===== src/hdl/mslc_pkg.sv =====
// ----------------------------------------------------------------------------
// mslc_pkg
// Shared codes, defaults and controller/datapath interface types for the
// MOESI snooping LRU cache.
// ----------------------------------------------------------------------------
package mslc_pkg;

    localparam int DEF_MAX_CORES = 8;
    localparam int DEF_MAX_LINES = 64;
    localparam int ADDR_W        = 32;

    // MOESI line state codes
    localparam logic [2:0] ST_I = 3'd0;
    localparam logic [2:0] ST_S = 3'd1;
    localparam logic [2:0] ST_E = 3'd2;
    localparam logic [2:0] ST_O = 3'd3;
    localparam logic [2:0] ST_M = 3'd4;

    localparam logic [3:0] FROM_MEMORY = 4'd8;

    // request actions
    localparam logic [1:0] ACT_LOAD  = 2'd0;
    localparam logic [1:0] ACT_STORE = 2'd1;
    localparam logic [1:0] ACT_FLUSH = 2'd2;

    // configuration register indexes
    localparam logic [1:0] REG_CORES  = 2'd0;
    localparam logic [1:0] REG_OFFSET = 2'd1;
    localparam logic [1:0] REG_LINES  = 2'd2;

    localparam logic [9:0] WB_SAT = 10'd1023;

    typedef enum logic [2:0] {
        OP_CLEAR,
        OP_SCAN,
        OP_PEERS,
        OP_OWN,
        OP_FLUSH
    } pass_op_t;

    typedef struct packed {
        logic     start;
        pass_op_t op;
        logic     publish;
    } cmd_t;

    typedef struct packed {
        logic pass_done;
        logic req_flush;
        logic req_ignored;
        logic need_peers;
        logic out_free;
    } status_t;

endpackage


===== src/hdl/mslc_ctrl.sv =====
// ----------------------------------------------------------------------------
// mslc_ctrl
// Sequencer: orders the clearing, scan, snoop, update and flush passes.
// ----------------------------------------------------------------------------
module mslc_ctrl (
    input  logic              aclk,
    input  logic              aresetn,
    input  logic              in_accept,
    input  mslc_pkg::status_t st,
    output mslc_pkg::cmd_t    cmd,
    output logic              idle
);
    import mslc_pkg::*;

    typedef enum logic [3:0] {
        S_BOOT, S_CLEAR, S_IDLE, S_DECIDE, S_SCAN, S_CHOOSE,
        S_PEERS, S_UPDATE, S_FLUSH, S_RESULT
    } fsm_t;

    fsm_t state_reg;
    cmd_t cmd_reg;

    assign cmd  = cmd_reg;
    assign idle = (state_reg == S_IDLE);

    always_ff @(posedge aclk) begin
        if (!aresetn) begin
            state_reg <= S_BOOT;
            cmd_reg   <= '{start: 1'b0, op: OP_CLEAR, publish: 1'b0};
        end else begin
            case (state_reg)
                S_BOOT: begin
                    cmd_reg.start   <= 1'b1;
                    cmd_reg.publish <= 1'b0;
                    cmd_reg.op      <= OP_CLEAR;
                    state_reg       <= S_CLEAR;
                end
                S_CLEAR: begin
                    cmd_reg.start   <= 1'b0;
                    cmd_reg.publish <= 1'b0;
                    if (st.pass_done) state_reg <= S_IDLE;
                end
                S_IDLE: begin
                    // the datapath captures the request on the accept edge
                    cmd_reg.start   <= 1'b0;
                    cmd_reg.publish <= 1'b0;
                    if (in_accept) state_reg <= S_DECIDE;
                end
                S_DECIDE: begin
                    cmd_reg.publish <= 1'b0;
                    if (st.req_ignored) begin
                        cmd_reg.start <= 1'b0;
                        state_reg     <= S_RESULT;
                    end else if (st.req_flush) begin
                        cmd_reg.start <= 1'b1;
                        cmd_reg.op    <= OP_FLUSH;
                        state_reg     <= S_FLUSH;
                    end else begin
                        cmd_reg.start <= 1'b1;
                        cmd_reg.op    <= OP_SCAN;
                        state_reg     <= S_SCAN;
                    end
                end
                S_SCAN: begin
                    cmd_reg.start   <= 1'b0;
                    cmd_reg.publish <= 1'b0;
                    if (st.pass_done) state_reg <= S_CHOOSE;
                end
                S_CHOOSE: begin
                    cmd_reg.start   <= 1'b1;
                    cmd_reg.publish <= 1'b0;
                    if (st.need_peers) begin
                        cmd_reg.op <= OP_PEERS;
                        state_reg  <= S_PEERS;
                    end else begin
                        cmd_reg.op <= OP_OWN;
                        state_reg  <= S_UPDATE;
                    end
                end
                S_PEERS: begin
                    cmd_reg.publish <= 1'b0;
                    if (st.pass_done) begin
                        cmd_reg.start <= 1'b1;
                        cmd_reg.op    <= OP_OWN;
                        state_reg     <= S_UPDATE;
                    end else begin
                        cmd_reg.start <= 1'b0;
                    end
                end
                S_UPDATE, S_FLUSH: begin
                    cmd_reg.start   <= 1'b0;
                    cmd_reg.publish <= 1'b0;
                    if (st.pass_done) state_reg <= S_RESULT;
                end
                S_RESULT: begin
                    cmd_reg.start <= 1'b0;
                    if (st.out_free) begin
                        cmd_reg.publish <= 1'b1;
                        state_reg       <= S_IDLE;
                    end else begin
                        cmd_reg.publish <= 1'b0;
                    end
                end
                default: begin
                    cmd_reg.start   <= 1'b0;
                    cmd_reg.publish <= 1'b0;
                    state_reg       <= S_BOOT;
                end
            endcase
        end
    end
endmodule


===== config.mk =====
export PLATFORM = sky130hd
export DESIGN_NAME = mslc_ctrl
export DESIGN_NICKNAME = d
export VERILOG_FILES = /design/src/hdl/mslc_pkg.sv /design/src/hdl/mslc_ctrl.sv
export SDC_FILE = /design/constraint.sdc
export NUM_CORES = 1
export LEC_CHECK = 0
export BUFFER_PORTS_ARGS = -buffer_cell sky130_fd_sc_hd__clkbuf_2
export CORE_MARGIN = 4
export CORE_UTILIZATION = 39
export DETAILED_ROUTE_END_ITERATION = 6
export GPL_TIMING_DRIVEN = 0
export PLACE_DENSITY = 0.7
export SYNTH_ARGS = -nofsm -noshare
export SYNTH_HDL_FRONTEND = slang
export SYNTH_SLANG_ARGS = --single-unit

===== constraint.sdc =====
create_clock -name aclk -period 2.9 [get_ports aclk]
set_input_delay 0.145 -clock aclk [delete_from_list [all_inputs] [get_ports aclk]]
set_output_delay 0.145 -clock aclk [all_outputs]
set_load 0.005 [all_outputs]

==> flow_summary.json <==
{
  "run_status": "finished clean",
  "clkLatencyLatePin_ns": 0.26,
  "maxCapViolCount": 0,
  "ys_top_cells_by_area": "dfxtp_1, mux2i_1, nor3_1, o32ai_4, xnor2_1",
  "worst_ir_drop_vdd_mv": 0.564,
  "power_frac_seq": 0.294,
  "placed_cells": 101,
  "yosys.area.top_type": "dfxtp_1",
  "path_cells": "clkbuf_1 > nand2b_1 > nor3_1 > clkbuf_2",
  "core_area_um2": 1520,
  "largest_reg_flops": 5,
  "synth_edf_count": 0,
  "worst_clock_skew_ns": 0.00298,
  "dieHeight_um": 48.3,
  "routabilityCongestion": 0.820,
  "post_drt_via_cell_ratio": 5.54,
  "ys_top_cells_by_count": "dfxtp_1, nor3_1, nand2_1",
  "share_of_post_route_cells_with_drive_strength_above_1": 0.303,
  "switchingPower_mw": 0.253,
  "cts.sinks": 9,
  "cts.clk_slew.worst_paths_ns": 0.06,
  "place.port_buffers": 12,
  "design.final.nets": 98,
  "post-synth-top-count-cell": "dfxtp_1",
  "placement_rows": 14,
  "final-setup-viol-count": 0,
  "cts_made_buffers": 3,
  "ys_dominant_reg_cell": "dfxtp_1",
  "area_growth_syn_to_layout_pct": 16.8,
  "critPathMaxStageDelay_ns": 0.42,
  "via_count_of_the_first_global_routing_pass": 510,
  "slew_at_the_pin_closest_to_its_max_slew_limit_ns": 0.430,
  "grt_start_max_net_pins": 11,
  "cts-root-to-sink-buffers": 2,
  "netlist_area_um2": 633,
  "hp-class": "primary input to register",
  "fmax_mhz": 644,
  "crit_arrival_ns": 1.41,
  "syn-mean-instance-area_um2": 8.67,
  "final_max_slew_viol_count": 0,
  "netlist_instances": 73,
  "total_die_area_um2": 2330,
  "grt_antenna_before_repair": 0,
  "tritoncts": "yes",
  "share_clk_of_total_power": 0.154,
  "post_cts_buffers": 0,
  "drc": 0,
  "post_cts.resized_instances": 0,
  "power.share.switching": 0.407,
  "initial_utilization": 0.415,
  "grt_first_pass_wirelength_um": 2150,
  "totalNegativeSetupSlack_ns": 0,
  "timing.critical_path.required_ns": 2.76,
  "period_needed_ns": 1.55,
  "initialDrtViolationCount": 15,
  "leak_pwr_nw": 0.296,
  "dr_total_vias": 582,
  "wirelength_um": 1340,
  "unrepaired_setup_endpoints_after_global_routing": "no",
  "synth_sequential_area_ratio": 0.285,
  "clk_root_buffer_cell": "clkbuf_4",
  "diode_count": 0,
  "slew-limit-headroom": 0.713,
  "drt_pre_antenna_iters": 4,
  "power.density_cell_area_nw_per_um2": 842,
  "cts_hold_repair.buffers": 0,
  "detail_route.wl_per_cell_um": 12.7,
  "drt.antenna.violating_nets": 0,
  "finalPower_mw": 0.623,
  "n_fill_cell": 148,
  "synth-seq-cells": 9,
  "startpoint_type": "register",
  "yosys_warnings": 0,
  "cpMaxStageDelayCell": "dfxtp_1",
  "synth_top_area_share": 0.285,
  "setup.worst_path.class": "register to output pin",
  "fin_cells": 105,
  "worstPathMaxFanout": 10,
  "final_hold_viol_count": 0,
  "cts.htree.levels": 1,
  "min_period_over_period": 0.536,
  "groute.usage.overall": 0.134,
  "ys_async_sr_fraction": 0,
  "share_comb_of_total_power": 0.552,
  "global_route.overflow_total": 0,
  "synth_cell_type_count": 37,
  "ioPinCount": 14,
  "syn_nets": 81,
  "crit_path_end_kind": "output pin",
  "detailedPlacementHpwl_um": 1040,
  "die_w_um": 48.3,
  "cell_internal_pwr_mw": 0.370
}
-- final cells by class --
class	count	area, um2	share of cell area
multi-input cells	57	420	0.569
flip-flops and latches	9	180	0.244
repair buffers	12	60.1	0.0812
clock buffers	4	26.3	0.0355
plain buffers	5	25.0	0.0338
well taps	16	20.0	0.0271
inverters	2	7.51	0.0102
-- metal layers --
metal	vias up	share of wire	global-route usage
met5	-	0	0
met4	0	0.0067	0.0645
met3	2	0.072	0.0590
met2	17	0.46	0.198
met1	261	0.46	0.166
li1	302	-	-
-- power groups by stage --
stage	Clock, mW	Sequential, mW	Combinational [mW]
floorplan	0	0.178	0.283
global placement	0	0.185	0.341
detailed placement	0	0.187	0.342
CTS	0.0998	0.183	0.345
global route	0.109	0.186	0.378
finish	0.0961	0.183	0.344
-- through the flow --
stage / area, um2 / utilization / setup slack (ns) / hold WS [ns]
5_1_grt: 739 / 0.485 / 1.23 / 0.0952
2_1_floorplan: 633 / - / 1.53 / 0.263
3_5_place_dp: 713 / 0.468 / 1.40 / 0.368
3_3_place_gp: 713 / 0.468 / 1.43 / 0.367
4_1_cts: 739 / 0.485 / 1.33 / 0.0873
6_report: 739 / 0.485 / 1.35 / 0.0903
-- placed cells by master, fill, tap and decap left out, types with 3 or more instances in the layout --
cell type and count:
a21oi_1 3, clkbuf_1 3, clkbuf_2 12, clkbuf_4 3, dfxtp_1 9, mux2i_1 3, nand2_1 5, nand2b_1 4
nor3_1 6, o21ai_0 4, xnor2_1 3
-- path summary, 6_finish.rpt --
check / start / endpoint / slack (ns) / depth (start not counted)
hold / removal: st[0] / cmd[0]$_SDFF_PN0_ / 0.09 / 3
hold reg to reg: cmd[2]$_SDFFE_PN0P_ / cmd[2]$_SDFFE_PN0P_ / 0.46 / 2
setup / recovery: state_reg[3]$_SDFFE_PN0P_ / idle / 1.35 / 4
setup reg to reg: state_reg[0]$_SDFFE_PN0P_ / cmd[3]$_SDFFE_PN0P_ / 1.41 / 5
-- cell families after synthesis --
family / Yosys count / synth area share
buffers and inverters: 7 / 0.0514
muxes: 3 / 0.0474
AOI/OAI and AO/OA: 18 / 0.249
xor gates and xnor gates: 4 / 0.0553
DFF: 9 / 0.285
and+or+nand+nor: 32 / 0.312
-- worst max-delay path: cells and delay by family, from the launching register on --
| kind | cells | cell delay (ns) |
|---|---|---|
| flops | 1 | 0.42 |
| buf+inv | 2 | 0.50 |
| simple gates | 2 | 0.23 |
Power figures use the tool's default switching activity.
